`config.mk`:
```
export PLATFORM = sky130hd
export DESIGN_NAME = stia_ctrl
export DESIGN_NICKNAME = d
export VERILOG_FILES = /design/src/design/stia_pkg.sv /design/src/design/stia_ctrl.sv
export SDC_FILE = /design/constraint.sdc
export NUM_CORES = 1
export LEC_CHECK = 0
export ABC_AREA = 1
export BUFFER_PORTS_ARGS = -buffer_cell sky130_fd_sc_hd__buf_2
export CAP_MARGIN = 20
export CORE_AREA = 2 2 39 41
export CTS_BUF_LIST = sky130_fd_sc_hd__clkbuf_4
export DETAILED_ROUTE_END_ITERATION = 10
export DIE_AREA = 0 0 41 43
export PLACE_DENSITY = 0.59
export SETUP_SLACK_MARGIN = 0.3
export SYNTH_ARGS = -nofsm -noshare
export SYNTH_HDL_FRONTEND = slang
export SYNTH_SLANG_ARGS = --single-unit
```
`constraint.sdc`:
```
create_clock -name clock -period 1.25 [get_ports clock]
set_input_delay 0.25 -clock clock [delete_from_list [all_inputs] [get_ports clock]]
set_output_delay 0.25 -clock clock [all_outputs]
set_load 0.005 [all_outputs]
```
`src/design/stia_pkg.sv`:
```
// Shared types, codes and defaults for the slot table id allocator.
package stia_pkg;

   localparam int SLOTS_DEFAULT      = 256;
   localparam int VALUE_BITS_DEFAULT = 32;

   localparam logic [2:0] KIND_INSERT_FIRST = 3'd0;
   localparam logic [2:0] KIND_INSERT_AT    = 3'd1;
   localparam logic [2:0] KIND_REMOVE       = 3'd2;
   localparam logic [2:0] KIND_RELEASE      = 3'd3;
   localparam logic [2:0] KIND_LOOKUP       = 3'd4;
   localparam logic [2:0] KIND_CLEAR        = 3'd5;
   localparam logic [2:0] KIND_GROW         = 3'd6;

   localparam logic [2:0] ST_OK        = 3'd0;
   localparam logic [2:0] ST_INVALID   = 3'd1;
   localparam logic [2:0] ST_OCCUPIED  = 3'd2;
   localparam logic [2:0] ST_FULL      = 3'd3;
   localparam logic [2:0] ST_NO_CHANGE = 3'd4;

   typedef struct packed {
      logic [2:0]  kind;
      logic [7:0]  slot_id;
      logic [31:0] value;
      logic [8:0]  grow_size;
   } stia_req_type;

   typedef struct packed {
      logic [2:0]  status;
      logic [7:0]  result_id;
      logic [31:0] value_out;
      logic [8:0]  live_count;
      logic [8:0]  used_size;
      logic [8:0]  first_free;
   } stia_rsp_type;

   typedef enum logic [2:0] {
      S_WIPE,
      S_IDLE,
      S_READ,
      S_EXEC,
      S_PROBE,
      S_CHECK,
      S_CLEAR,
      S_DONE
   } stia_state_type;

   typedef struct packed {
      logic load_req;
      logic mem_read;
      logic exec;
      logic probe;
      logic advance;
      logic wipe;
      logic load_rsp;
   } stia_cmd_type;

   typedef struct packed {
      logic is_clear;
      logic need_search;
      logic scan_more;
      logic rd_nonzero;
      logic wipe_last;
      logic rsp_free;
   } stia_stat_type;

endpackage

```
`src/design/stia_ctrl.sv`:
```
// Controller state machine: sequences read, execute, first-vacant scan and clear sweep.
module stia_ctrl (
   input  logic                    clock,
   input  logic                    reset,
   input  logic                    req_valid,
   output logic                    req_stall,
   input  stia_pkg::stia_stat_type stat,
   output stia_pkg::stia_cmd_type  cmd
);
   import stia_pkg::*;

   stia_state_type state_ff;
   stia_state_type state_in;

   always_ff @(posedge clock) begin
      if (reset) begin
         state_ff <= S_WIPE;
      end else begin
         state_ff <= state_in;
      end
   end

   always_comb begin
      state_in = state_ff;
      unique case (state_ff)
         S_WIPE: begin
            if (stat.wipe_last) begin
               state_in = S_IDLE;
            end
         end
         S_IDLE: begin
            if (req_valid) begin
               state_in = S_READ;
            end
         end
         S_READ: begin
            state_in = S_EXEC;
         end
         S_EXEC: begin
            if (stat.is_clear) begin
               state_in = S_CLEAR;
            end else if (stat.need_search) begin
               state_in = S_PROBE;
            end else begin
               state_in = S_DONE;
            end
         end
         S_PROBE: begin
            state_in = stat.scan_more ? S_CHECK : S_DONE;
         end
         S_CHECK: begin
            state_in = stat.rd_nonzero ? S_PROBE : S_DONE;
         end
         S_CLEAR: begin
            if (stat.wipe_last) begin
               state_in = S_DONE;
            end
         end
         S_DONE: begin
            if (stat.rsp_free) begin
               state_in = S_IDLE;
            end
         end
         default: begin
            state_in = S_WIPE;
         end
      endcase
   end

   always_comb begin
      cmd       = '0;
      req_stall = 1'b1;
      unique case (state_ff)
         S_WIPE: begin
            cmd.wipe = 1'b1;
         end
         S_IDLE: begin
            req_stall    = 1'b0;
            cmd.load_req = req_valid;
         end
         S_READ: begin
            cmd.mem_read = 1'b1;
         end
         S_EXEC: begin
            cmd.exec = 1'b1;
         end
         S_PROBE: begin
            cmd.probe = stat.scan_more;
         end
         S_CHECK: begin
            cmd.advance = stat.rd_nonzero;
         end
         S_CLEAR: begin
            cmd.wipe = 1'b1;
         end
         S_DONE: begin
            cmd.load_rsp = stat.rsp_free;
         end
         default: begin
         end
      endcase
   end

endmodule

```
Word-level counts from Yosys, hierarchy flattened

Index checks and enable logic that the tools add are counted.

Logic and storage cells: 32
Bits in registers: 3

Muxes and demuxes: 17
Reductions and logical operators: 3
Equal/unequal tests: 11

Operators by type and width:

| cell                                                                   | number |
|---|---|
| 3-bit one-hot mux with 8 select lines                                  | 1 |
| 3-bit equality test (second input constant)                            | 4 |
| 3-bit two-way mux                                                      | 4 |
| 1-bit two-way mux                                                      | 8 |
| 2-bit two-way mux                                                      | 4 |
| 2-bit != test (second input constant)                                  | 4 |
| 3-bit by 2-bit equality test with 1-bit output (second input constant) | 2 |
| 4-bit AND reduction                                                    | 1 |
| 3-bit by 1-bit equality test with 1-bit output (second input constant) | 1 |
| 3-bit logical NOT                                                      | 1 |
| 2-bit OR reduction                                                     | 1 |

Logic depth before layout (Yosys ltp)

Word-level depth: 3
Depth in mapped cells: 8
Depth with buffers taken out: 7

Worst setup path before layout

Ideal clock, no wire load.

Path type: reg-to-reg
Start point: register state_ff[1]
End point: register state_ff[1]
Library setup time: 0.066 ns
Stages on the path, launching flop included: 8
Arrival time: 0.960 ns
Setup slack: 0.224 ns
Buffers on the path: 0
Period minus slack after synthesis: 1.026 ns
Cell sequence: dfxtp_1 nor2_2 nand2_2 nand2_2 nand2_2 nand3_2 nand2_1 a21oi_2

Longest elaborated chain between the ends: 3

Ends and longest elaborated chain:

| element                                     | line            | RTL |
|---|---|---|
| start: declaration                          | stia_ctrl.sv:12 | `stia_state_type state_ff;` |
| start signal: assignment                    | stia_ctrl.sv:19 | `state_ff <= state_in;` |
| 3-bit equality test (tied with other cells) | stia_ctrl.sv:25 | `unique case (state_ff)` |
| 2-bit != test (no line)                     | -               |  |
| 4-bit AND reduction (no line)               | -               |  |

Parallel ways exist; a longest one is shown, timed or not.
A chain may end at the register's enable or synchronous reset.

==> metrics <==
clock sinks 3; clock latency on the worst-skew pair 0.23 ns; gr usage total about 13%; slew margin rel. 83.5%; Mapped Cells 60; site row count 14; Crit. End Element output port; Reg clk slew, reported paths around 0.04 ns; Setup WS pre-CTS 0.0941 ns; drt total wl ~1000 um; Worst Skew 0.00498 ns; clock buffer depth 2; CORE AREA 0.00138 mm^2; largest net degree at the start of global routing 7; commonest non-fill, non-tap cell in the layout buf_2; biggest regs state_ff (3); Synth Warn # 0; Setup TNS -0.112 ns; sequential area share after synthesis 18.3%; Final Wtd Congestion 0.831; hold_ws around 0.19 ns; crit-path max cell delay 0.37 ns; post-synth top area cell dfxtp_1; Num CTS Buffers 3; RSZ-0062 raised after global routing true; CP Cell Sequence nor2_4 -> nand2_2 -> nor2_1 -> buf_2; CP Max Fanout 6; Core Util, Final a little over two fifths; vias in the first global route 407; most frequent cells in the layout buf_2, nand2_1, nor2_1, inv_1, nand2_2; hpwl dp approximately 670 um; design area 594 um^2; total chip power 0.676 mW; Final Hold Viols 0; Initial Utilization between 20% and 30%; Die Area 0.00176 mm^2; HP Class input port to register; Post-Syn Nets 69; Reg with most FFs state_ff; Final #Nets 95; total grt overflow 0; Synth cell types 16; WL/cell 9.98 um; slowest CP cell dfxtp_4; Max Fclk 0.773 GHz; max cap viols 0; first-pass GRT wire length about 1500 um; Final ANT Viol Nets 0; placed cell count between 90 and 100; # port buffers 16; DRT iter0 DRCs 4; worst-margin pin slew approximately 0.25 ns; Yosys reg bits 3; post-layout min period 1.29 ns; Pleak between 0.3 and 0.4 nW; initial antenna violation count 0; clock root buffer clkbuf_4; flop-to-flop setup slack approximately 0.13 ns; die width between 40 and 50 um; syn_area_per_cell 5.46 um^2; Yosys top cell area share 18.3%; Ports 17; DR vias 457; CP arrival 1.04 ns; Tcrit/Tclk final 103%; share of cells above drive strength 1 around 62%; failing checks negative setup slack; max reg flops 3; Initial DRT Pass Iterations 4; H-tree lvl count 1; die height 43 um; status finished with violations; Non-Filler Instances 101; Synth-to-Final Area Change 81.3%; DRC 0; most area-consuming cells after synthesis dfxtp_1, nand2_1, nor2_1; Placed Area 447 um^2; setup violators final 4; Ant. Diodes 0; Startpoint Class register; final worst-path setup slack -0.0429 ns; CP required 1.00 ns; hold buffer count at CTS 0; max-slew violation count 0; Netlist Area Pre-Place 328 um^2; Avg Vias per Cell 4.52; Worst IR Drop VDD 0.479 mV; power density over the cells 1140 mW/mm^2; CTS tree done; CP Class register to output port
-- timing repair --
action / in CTS / in global routing
buffers inserted: 3 / 2
hold endpoints to repair: 0 / 0
gates resized for setup: 13 / 12
pin swaps: 5 / 7
endpoints found under the setup margin: 11 / 11
-- cell usage after synthesis --
library cell and instances:
dfxtp_1 3, o21ai_0 1, inv_1 9, nand4_1 3
inv_2 3, nand2_1 13, a21oi_2 1, nand3_2 2
a21oi_1 2, nor2_2 1, nor4_1 1, buf_4 1
nor2_1 10, nand2_2 3, nand3_1 6, o21ai_1 1
-- critical path: cells and delay by family (launching register included) --
family	cells	cell delay [ns]
buf+inv	1	0.11
flops	1	0.37
simple gates	3	0.33
-- final timing paths --
| kind | start | to | cells after the start |
|---|---|---|---|
| min | reset | state_ff[1] | 2 |
| min reg2reg | state_ff[2] | state_ff[2] | 3 |
| max reg2reg | state_ff[1] | state_ff[2] | 8 |
| max | state_ff[1] | cmd[3] | 4 |
-- power by group --
group	switching, mW	internal [mW]
sequential	0.0462	0.118
clock	0.0513	0.141
combinational	0.172	0.146
total	0.270	0.406
-- layout make-up --
class	count	area [um^2]
Timing Repair Buffer	22	136
Sequential cell	3	71.3
Inverter	12	55.1
Clock buffer	4	30.0
Multi-Input combinational cell	44	282
Fill cell	157	790
Tap cell	16	20.0
-- routing by layer --
layer,GRT usage [%],routed length (um),vias to the layer above
met3,1.57,46,4
met4,12.0,31,0
li1,-,-,242
met2,16.9,510,14
met5,0,0,-
met1,16.2,419,197
-- cells by family after synthesis --
family          count (synthesis)  share of synthesized area (%)
buf+inv                        13                           16.0
compound gates                  5                           8.78
flops                           3                           18.3
simple gates                   39                           56.9
(Power assumes the default switching activity.)
